--- config.mk ---
export PLATFORM = sky130hd
export DESIGN_NAME = sensor_frame_receiver
export DESIGN_NICKNAME = d
export VERILOG_FILES = /design/src/design/sfr_pkg.sv /design/src/design/sfr_decode.sv /design/src/design/sensor_frame_receiver.sv
export SDC_FILE = /design/constraint.sdc
export NUM_CORES = 1
export LEC_CHECK = 0
export ABC_AREA = 0
export BUFFER_PORTS_ARGS = -buffer_cell sky130_fd_sc_hd__buf_2
export CAP_MARGIN = 20
export CORE_ASPECT_RATIO = 1.25
export CORE_MARGIN = 2
export CORE_UTILIZATION = 54
export CTS_BUF_LIST = sky130_fd_sc_hd__clkbuf_4 sky130_fd_sc_hd__clkbuf_8
export CTS_CLUSTER_SIZE = 30
export DETAILED_ROUTE_END_ITERATION = 12
export GPL_TIMING_DRIVEN = 0
export PLACE_DENSITY_LB_ADDON = 0.08
export SLEW_MARGIN = 40
export SYNTH_ARGS = -nofsm -noshare
export SYNTH_HDL_FRONTEND = slang
export SYNTH_HIERARCHICAL = 1
export SYNTH_SLANG_ARGS = --single-unit
--- constraint.sdc ---
create_clock -name clk -period 3.3 [get_ports clk]
set_input_delay 0.66 -clock clk [delete_from_list [all_inputs] [get_ports clk]]
set_output_delay 0.66 -clock clk [all_outputs]
set_load 0.01 [all_outputs]
--- src/design/sfr_pkg.sv ---
// sfr_pkg: shared types and constants for the sensor frame receiver.
// Used by sfr_decode and sensor_frame_receiver; depends on nothing.

package sfr_pkg;

    localparam int ByteW = 8;
    localparam int CfgIdxW = 2;

    typedef logic [ByteW-1:0] byte_t;

    typedef enum logic [CfgIdxW-1:0] {
        CFG_HEADER    = 2'd0,
        CFG_COMMAND   = 2'd1,
        CFG_THRESHOLD = 2'd2
    } cfg_idx_t;

    localparam byte_t HeaderReset    = 8'hA1;
    localparam byte_t CommandReset   = 8'h5A;
    localparam byte_t ThresholdReset = 8'h10;

    localparam byte_t KindWeight = 8'h00;
    localparam byte_t KindCalib  = 8'h0F;
    localparam byte_t CalibTag   = 8'hCA;
    localparam byte_t CalibOk    = 8'hFF;
    localparam byte_t CalibZero  = 8'h3A;
    localparam byte_t CalibFail  = 8'h24;

    typedef enum logic [1:0] {
        CAL_NONE = 2'd0,
        CAL_OK   = 2'd1,
        CAL_ZERO = 2'd2,
        CAL_FAIL = 2'd3
    } calib_t;

    typedef struct packed {
        logic   checksum_ok;
        byte_t  kind_byte;
        byte_t  payload_one;
        byte_t  payload_two;
        logic   alarm_update;
        logic   alarm_level;
        calib_t calib_event;
    } result_t;

endpackage

--- src/design/sfr_decode.sv ---
// sfr_decode: checksum check and payload decode for one finished frame.
// Pure combinational; uses sfr_pkg types and constants.

module sfr_decode (
    input  sfr_pkg::byte_t   sum_total,
    input  sfr_pkg::byte_t   kind_byte,
    input  sfr_pkg::byte_t   payload_one,
    input  sfr_pkg::byte_t   payload_two,
    input  sfr_pkg::byte_t   alarm_threshold,
    output sfr_pkg::result_t result
);

    logic ok;

    // checksum byte is the negated sum, so the total wraps to zero on a match
    assign ok = (sum_total == '0);

    always_comb
    begin
        result              = '0;
        result.checksum_ok  = ok;
        result.kind_byte    = kind_byte;
        result.payload_one  = payload_one;
        result.payload_two  = payload_two;
        result.alarm_update = 1'b0;
        result.alarm_level  = 1'b0;
        result.calib_event  = sfr_pkg::CAL_NONE;
        if (ok)
        begin
            if (kind_byte == sfr_pkg::KindWeight)
            begin
                result.alarm_update = 1'b1;
                result.alarm_level  = (payload_one > alarm_threshold);
            end
            else if (kind_byte == sfr_pkg::KindCalib && payload_one == sfr_pkg::CalibTag)
            begin
                case (payload_two)
                    sfr_pkg::CalibOk:   result.calib_event = sfr_pkg::CAL_OK;
                    sfr_pkg::CalibZero: result.calib_event = sfr_pkg::CAL_ZERO;
                    sfr_pkg::CalibFail: result.calib_event = sfr_pkg::CAL_FAIL;
                    default:            result.calib_event = sfr_pkg::CAL_NONE;
                endcase
            end
        end
    end

endmodule

--- src/design/sensor_frame_receiver.sv ---
// sensor_frame_receiver: top level of the serial frame parser.
// Depends on sfr_pkg and sfr_decode.
//
// Usage:
//   Input channel (in_valid/in_ready, rx_byte) takes one received byte per item.
//   A frame is header, command, three payload bytes and a checksum byte.
//   Only the checksum byte produces a result item on the output channel
//   (out_valid/out_ready); all other bytes are absorbed by the parser.
//   The result is registered and appears in the cycle after the checksum byte is taken.
//   Throughput: one byte per cycle, sustained, unless a checksum byte waits on a full output.
//   The output register holds a result until it is taken; while it is full
//   and stalled, non-checksum bytes are still taken, and a checksum byte
//   waits until out_ready frees the register (in the same cycle if high).
//   Config port: cfg_we with cfg_index/cfg_data writes header, command or
//   alarm threshold; an unknown index is ignored. Write only when idle.
//   Reset: parser hunts for a header, sum cleared, registers to defaults,
//   output empty.

module sensor_frame_receiver (
    input  logic                          clk,
    input  logic                          rst_n,
    input  logic                          cfg_we,
    input  logic [sfr_pkg::CfgIdxW-1:0]   cfg_index,
    input  sfr_pkg::byte_t                cfg_data,
    input  logic                          in_valid,
    output logic                          in_ready,
    input  sfr_pkg::byte_t                rx_byte,
    output logic                          out_valid,
    input  logic                          out_ready,
    output logic                          checksum_ok,
    output sfr_pkg::byte_t                kind_byte,
    output sfr_pkg::byte_t                payload_one,
    output sfr_pkg::byte_t                payload_two,
    output logic                          alarm_update,
    output logic                          alarm_level,
    output logic [1:0]                    calib_event
);

    typedef enum logic [2:0] {
        PH_HUNT = 3'd0,
        PH_CMD  = 3'd1,
        PH_P0   = 3'd2,
        PH_P1   = 3'd3,
        PH_P2   = 3'd4,
        PH_CHK  = 3'd5
    } phase_t;

    phase_t            phase_reg, phase_next;
    sfr_pkg::byte_t    sum_reg, sum_next;
    sfr_pkg::byte_t    header_reg, command_reg, threshold_reg;
    sfr_pkg::byte_t    p0_reg, p1_reg, p2_reg;
    logic              out_valid_reg, out_valid_next;
    sfr_pkg::result_t  result_reg, result_next;
    sfr_pkg::result_t  decoded;
    logic              in_fire;
    sfr_pkg::byte_t    sum_total;

    assign in_ready  = (phase_reg != PH_CHK) || !out_valid_reg || out_ready;
    assign in_fire   = in_valid && in_ready;
    assign sum_total = sum_reg + rx_byte;

    sfr_decode u_decode (
        .sum_total       (sum_total),
        .kind_byte       (p0_reg),
        .payload_one     (p1_reg),
        .payload_two     (p2_reg),
        .alarm_threshold (threshold_reg),
        .result          (decoded)
    );

    always_comb
    begin
        phase_next     = phase_reg;
        sum_next       = sum_reg;
        result_next    = result_reg;
        out_valid_next = out_valid_reg && !out_ready;
        if (in_fire)
        begin
            case (phase_reg)
                PH_HUNT: phase_next = (rx_byte == header_reg) ? PH_CMD : PH_HUNT;
                PH_CMD:
                begin
                    if (rx_byte == command_reg)
                    begin
                        sum_next   = rx_byte;
                        phase_next = PH_P0;
                    end
                    else
                    begin
                        phase_next = PH_HUNT;
                    end
                end
                PH_P0:
                begin
                    sum_next   = sum_total;
                    phase_next = PH_P1;
                end
                PH_P1:
                begin
                    sum_next   = sum_total;
                    phase_next = PH_P2;
                end
                PH_P2:
                begin
                    sum_next   = sum_total;
                    phase_next = PH_CHK;
                end
                PH_CHK:
                begin
                    result_next    = decoded;
                    out_valid_next = 1'b1;
                    phase_next     = PH_HUNT;
                end
                default: phase_next = PH_HUNT;
            endcase
        end
    end

    always_ff @(posedge clk or negedge rst_n)
    begin
        if (!rst_n)
        begin
            phase_reg     <= PH_HUNT;
            sum_reg       <= '0;
            out_valid_reg <= 1'b0;
            header_reg    <= sfr_pkg::HeaderReset;
            command_reg   <= sfr_pkg::CommandReset;
            threshold_reg <= sfr_pkg::ThresholdReset;
        end
        else
        begin
            phase_reg     <= phase_next;
            sum_reg       <= sum_next;
            out_valid_reg <= out_valid_next;
            if (cfg_we)
            begin
                case (cfg_index)
                    sfr_pkg::CFG_HEADER:    header_reg    <= cfg_data;
                    sfr_pkg::CFG_COMMAND:   command_reg   <= cfg_data;
                    sfr_pkg::CFG_THRESHOLD: threshold_reg <= cfg_data;
                    default:                ;
                endcase
            end
        end
    end

    always_ff @(posedge clk)
    begin
        result_reg <= result_next;
        if (in_fire)
        begin
            case (phase_reg)
                PH_P0:   p0_reg <= rx_byte;
                PH_P1:   p1_reg <= rx_byte;
                PH_P2:   p2_reg <= rx_byte;
                default: ;
            endcase
        end
    end

    assign out_valid    = out_valid_reg;
    assign checksum_ok  = result_reg.checksum_ok;
    assign kind_byte    = result_reg.kind_byte;
    assign payload_one  = result_reg.payload_one;
    assign payload_two  = result_reg.payload_two;
    assign alarm_update = result_reg.alarm_update;
    assign alarm_level  = result_reg.alarm_level;
    assign calib_event  = result_reg.calib_event;

`ifndef SYNTH
    a_chk_gives_result: assert property (@(posedge clk) disable iff (!rst_n)
        in_fire && phase_reg == PH_CHK |=> out_valid_reg && phase_reg == PH_HUNT)
        else $error("checksum byte did not produce a result");

    a_bad_sum_quiet: assert property (@(posedge clk) disable iff (!rst_n)
        out_valid_reg && !result_reg.checksum_ok |->
            !result_reg.alarm_update && result_reg.calib_event == sfr_pkg::CAL_NONE)
        else $error("decode flags set on checksum mismatch");

    a_level_needs_update: assert property (@(posedge clk) disable iff (!rst_n)
        out_valid_reg && !result_reg.alarm_update |-> !result_reg.alarm_level)
        else $error("alarm level without update");

    a_update_xor_calib: assert property (@(posedge clk) disable iff (!rst_n)
        out_valid_reg && result_reg.alarm_update |->
            result_reg.calib_event == sfr_pkg::CAL_NONE)
        else $error("weight report and calibration event together");

    a_hunt_step: assert property (@(posedge clk) disable iff (!rst_n)
        in_fire && phase_reg == PH_HUNT |=> phase_reg == PH_HUNT || phase_reg == PH_CMD)
        else $error("illegal step out of hunting");
`endif

endmodule

### Word-level counts from Yosys, hierarchy flattened

Cells that the tools add are included.

| cells by class | value |
|---|---|
| $add $sub $neg | 1 |
| multipliers | 0 |
| divide/modulo/power cells | 0 |
| order comparisons | 1 |
| equality and inequality tests | 16 |
| shift-type cells | 0 |
| mux-type cells | 9 |
| bitwise logic cells | 2 |
| reduce and logical (&&, ||, !) cells | 23 |

Operators by type and width:

| cell | count |
|---|---|
| equality test 8 x 6 -> 1 bit (second input constant) | 2 |
| equality test 8 bit | 2 |
| equality test 8 bit (second input constant) | 2 |
| logical NOT 8 bit | 2 |
| case mux 8 bit (2 select lines) | 1 |
| AND reduction 2 bit | 8 |
| case mux 3 bit (5 select lines) | 1 |
| adder 8 bit | 1 |
| equality test 8 x 4 -> 1 bit (second input constant) | 1 |
| > comparator 8 bit | 1 |
| 2-to-1 mux 8 bit | 1 |
| equality test 3 x 2 -> 1 bit (second input constant) | 2 |
| equality test 3 bit (second input constant) | 2 |
| case mux 2 bit (3 select lines) | 1 |
| OR reduction 3 bit | 2 |
| 2-to-1 mux 2 bit | 2 |
| equality test 3 x 1 -> 1 bit (second input constant) | 1 |
| logical AND 1 bit | 3 |
| logical NOT 3 bit | 1 |
| 2-to-1 mux 1 bit | 3 |
| != test 3 bit (second input constant) | 1 |
| AND reduction 3 bit | 1 |
| equality test 2 x 1 -> 1 bit (second input constant) | 1 |
| equality test 2 bit (second input constant) | 1 |
| 6 further kinds | 9 |

| word-level totals | value |
|---|---|
| flip-flop bits (word level) | 89 |
| bits in latches | 0 |
| memory bits (writable) | 0 |
| ROM bits | 0 |
| bits of input ports | 23 |
| output and inout bits | 31 |
| word-level logic and storage cells | 68 |
| memories kept | 0 |

### Longest topological paths before layout

| depth | value |
|---|---|
| depth in word-level cells | 5 |
| depth in mapped cells | 12 |
| depth with buffers taken out | 12 |

### By module

Netlist, hierarchy kept.

Modules (own cells, without submodules):

| module | instances | cells an instance | area an instance (um^2) | sequential area each (um^2) |
|---|---|---|---|---|
| sensor_frame_receiver | 1 | 242 | 3733.6 | 2502.4 |
| sfr_decode | 1 | 78 | 544.3 | 0.0 |

### Worst setup path after synthesis

OpenSTA, ideal clock, no wires.

| timing path | value |
|---|---|
| path type | input-to-reg |
| start | input port rx_byte[0] |
| end | register result_reg, in the netlist calib_event[1] (data pin) |
| setup time | 0.139 ns |
| arrival | 3.352 ns |
| data required time | 3.161 ns |
| setup slack | -0.191 ns |
| stages on the path | 12 |
| path buffers | 0 |
| cell sequence | ha_1 > inv_1 > fa_1 > nor2b_1 > o31a_1 > or2_2 > a21oi_1 > xnor2_1 > or4_4 > or3_4 > or4_4 > nor2_1 |

| between the ends | value |
|---|---|
| cells in the longest elaborated chain, start to end | 4 |

Ends and longest elaborated chain:

| what | line | RTL |
|---|---|---|
| start, declared | sensor_frame_receiver.sv:27 | `input sfr_pkg::byte_t rx_byte,` |
| adder 8 bit | sensor_frame_receiver.sv:60 | `assign sum_total = sum_reg + rx_byte;` |
| named net sum_total[6] | sensor_frame_receiver.sv:56 | `sfr_pkg::byte_t sum_total;` |
| logical NOT 8 bit | sfr_decode.sv:16 | `assign ok = (sum_total == '0);` |
| inverter 1 bit (no source line) | - |  |
| OR reduction 3 bit (no source line) | - |  |
| end signal, assigned | sensor_frame_receiver.sv:149 | `result_reg <= result_next;` |
| end, declared | sensor_frame_receiver.sv:53 | `sfr_pkg::result_t result_reg, result_next;` |

The timed path passes the listed nets, and every way through them passes these cells.
A chain may end at the register's enable or synchronous reset.

### Worst setup path after layout

| timing path | value |
|---|---|
| start | input port rx_byte[2] |
| end | register result_reg, in the netlist calib_event[1] (data pin) |

The elaborated chain is that of the path after synthesis.

==> impl_metrics.ini <==
[die]
die_h_um = 104
coreArea_sq_mm = 0.00775
die_w_um = 83.6
rows = 36
pin_count = 54
die-area_sq_mm = 0.00865
start_util_pct = 55.2

[power]
peakVddDrop_mv = 0.367
power.internal_w = 0.00229
p_clk_share_pct = 22.2
power_w = 0.00335
power_frac_comb_pct = 33.2
seq_power_share_pct = 44.5
powerDensity_mw_per_mm2 = 676
power.leakage_nw = 2.00
sw_frac_of_total_pct = 31.7
switching_power_w = 0.00106

[route]
ant_nets = 0
routed_wl_um = 7940
route.detailed.drc = 0
drtIter0Drc = 139
vias = 2592
firstDrtPassIters = 4
viasPerCell = 5.30
wl_per_cell_um = 16.2

[logic_synthesis]
ys.flop_type = edfxtp_1
syn_avg_cell_area_sq_um = 13.4
netlist_area_sq_mm = 0.00428
synth_mux_area_share_pct = 8.89
synth_xor_area_share_pct = 4.50
synth_top_family_by_area = simple AND/OR/NAND/NOR gates
ys_async_sr_fraction_pct = 40.4
ys_ff_latch = 89
synth-adder-area-share_pct = 4.86
ys_types = 54
synth_compound_area_share_pct = 6.26
synth_cells = 320
synth_nets = 359
synth-edff-count = 53
synth-simple-area-share_pct = 10.4
yosys_warnings = 6
seq_area_frac_synth_pct = 58.5

[worst_setup_path]
endpoint_kind = flop
start_kind = input port
required_ns = 3.53
crit_type = in2reg
critPathArrivalTime_ns = 3.46
path_max_fanout = 7

[timing]
fin_tns_setup_ns = 0
holdWs_ns = 0.247
finalCriticalPeriod_ns = 3.23
slew_headroom_pct = 55.5
finalSetupViolations = 0
max_freq_mhz = 309
hold_viol = 0
slew_violations = 0
worstMarginPinSlew_ns = 0.664
skew_ns = 0.00699
fin_crit_sh_pct = 97.9

[worst_hold_path]
hold_path.class = in2async

[cts]
cts_tree = done
postCtsHoldBufs = 0
clockBufferDepth = 2
htreeDepth = 3
cts_sinks = 89
worstSkewPairLatency_ns = 0.36
cts.clk_slew.worst_paths_ns = 0.09
cts_made_buffers = 9
cts_root_buf = clkbuf_8

[cells_and_area]
final_cell_mix = edfxtp_1, buf_2, mux2_2, buf_4, dfrtp_1
final_cells = 489
antenna_cells = 0
fin_nets = 428
fillers = 615
final_core_util_pct = 64.0
drive_gt1_share_pct = 41.4
layout_commonest_cell = edfxtp_1
area_delta_synth_final_pct = 15.8

[global_routing]
overflow = 0
antenna_found_initial = 0
grt_pass1_vias = 2648
grt_use_total_pct = 19.4
grt_max_degree = 37
grt_pass1_wl_um = 13000

[outcome]
status = completed

[place]
hpwlAfterDp_um = 5710
numPortBuffers = 53
place.gp.congestion = 0.883
placed_cells = 469

[run]
drv_cap = 0
==> cell families after synthesis <==
kind of cell,Yosys count
flops,89
simple gates,73
buf+inv,47
compound gates,39
mux,34
xor+xnor,22
fa+ha+maj,16
==> timing repair <==
item,in CTS,in global routing
setup buffers,1,3
pin swaps,1,5
gates resized for setup,2,6
endpoints found under the setup margin,3,3
hold endpoints to repair,0,0
==> worst max-delay path, cell delays in order <==
cell and delay [ns]:
buf_2 0.17, ha_1 0.37, nor2b_2 0.18, o31a_1 0.27, or2_4 0.26, a21oi_2 0.13
xnor2_1 0.08, or4_4 0.42, or3_4 0.37, or4_4 0.45, nor2_1 0.10
==> final cells by class <==
type,instances,area [sq um],share of cell area (%)
repair buffers,58,318,6.41
inverters,19,71.3,1.44
clock inverters,7,70.1,1.41
clock buffers,9,124,2.50
flip-flops and latches,89,2500,50.5
plain buffers,28,209,4.22
well taps,95,119,2.40
multi-input cells,184,1540,31.1
==> power groups by stage <==
stage | Sequential [W] | Combinational [W] | Clock, W
after detailed placement | 0.00151 | 0.00104 | 0
after CTS | 0.00149 | 0.00106 | 0.000766
after global routing | 0.00151 | 0.00125 | 0.000811
after floorplan | 0.00149 | 0.000827 | 0
final | 0.00149 | 0.00111 | 0.000745
after global placement | 0.00151 | 0.00102 | 0
==> path summary, 6_finish.rpt <==
| path | startpoint | end | slack (ns) | cells after the start |
|---|---|---|---|---|
| min reg2reg | threshold_reg[2]$_DFFE_PN0P_ | threshold_reg[2]$_DFFE_PN0P_ | 0.51 | 1 |
| min in group clk | out_ready | out_valid$_DFF_PN0_ | 0.50 | 2 |
| min | rst_n | sum_reg[3]$_DFFE_PN0P_ | 0.25 | 1 |
| max reg2reg | sum_reg[0]$_DFFE_PN0P_ | calib_event[1]$_DFFE_PP_ | 0.17 | 12 |
| max | rx_byte[2] | calib_event[1]$_DFFE_PP_ | 0.07 | 11 |
| max in group asynchronous | rst_n | header_reg[5]$_DFFE_PN1P_ | 2.70 | 1 |
==> stage by stage <==
step	cell area, sq um	setup slack [ns]
after floorplan	4290	-0.00218
after global placement	4670	-0.390
after global routing	4950	-0.00538
final	4950	0.0689
after CTS	4900	0.0238
after detailed placement	4700	-0.417
==> per-layer routing <==
layer / part of all wire, % / GRT usage, % / wire length [um]
met1: 42 / 24.2 / 3370
met2: 53 / 33.0 / 4220
met3: 3.7 / 4.78 / 295
met4: 0.71 / 6.11 / 56
met5: 0 / 0 / 0
==> cell usage after synthesis, types with 3 or more instances <==
| master | n | share of area (%) |
|---|---|---|
| edfxtp_1 | 53 | 37 |
| mux2_2 | 32 | 8.4 |
| dfrtp_1 | 28 | 16 |
| buf_4 | 25 | 4.4 |
| inv_1 | 19 | 1.7 |
| nor2_1 | 18 | 1.6 |
| ha_1 | 15 | 4.4 |
| xnor2_1 | 11 | 2.3 |
| xor2_1 | 11 | 2.3 |
| nand2_1 | 10 | 0.88 |
| o21ai_0 | 10 | 1.2 |
| a21oi_1 | 9 | 1.1 |
| dfstp_2 | 8 | 4.9 |
| nand3_1 | 7 | 0.82 |
| nand4_1 | 4 | 0.58 |
| nor2b_1 | 4 | 0.58 |
| nand2b_1 | 3 | 0.44 |
| o22ai_1 | 3 | 0.44 |
| or4_1 | 3 | 0.53 |
| or4_4 | 3 | 0.79 |
Power figures use the tool's default switching activity.
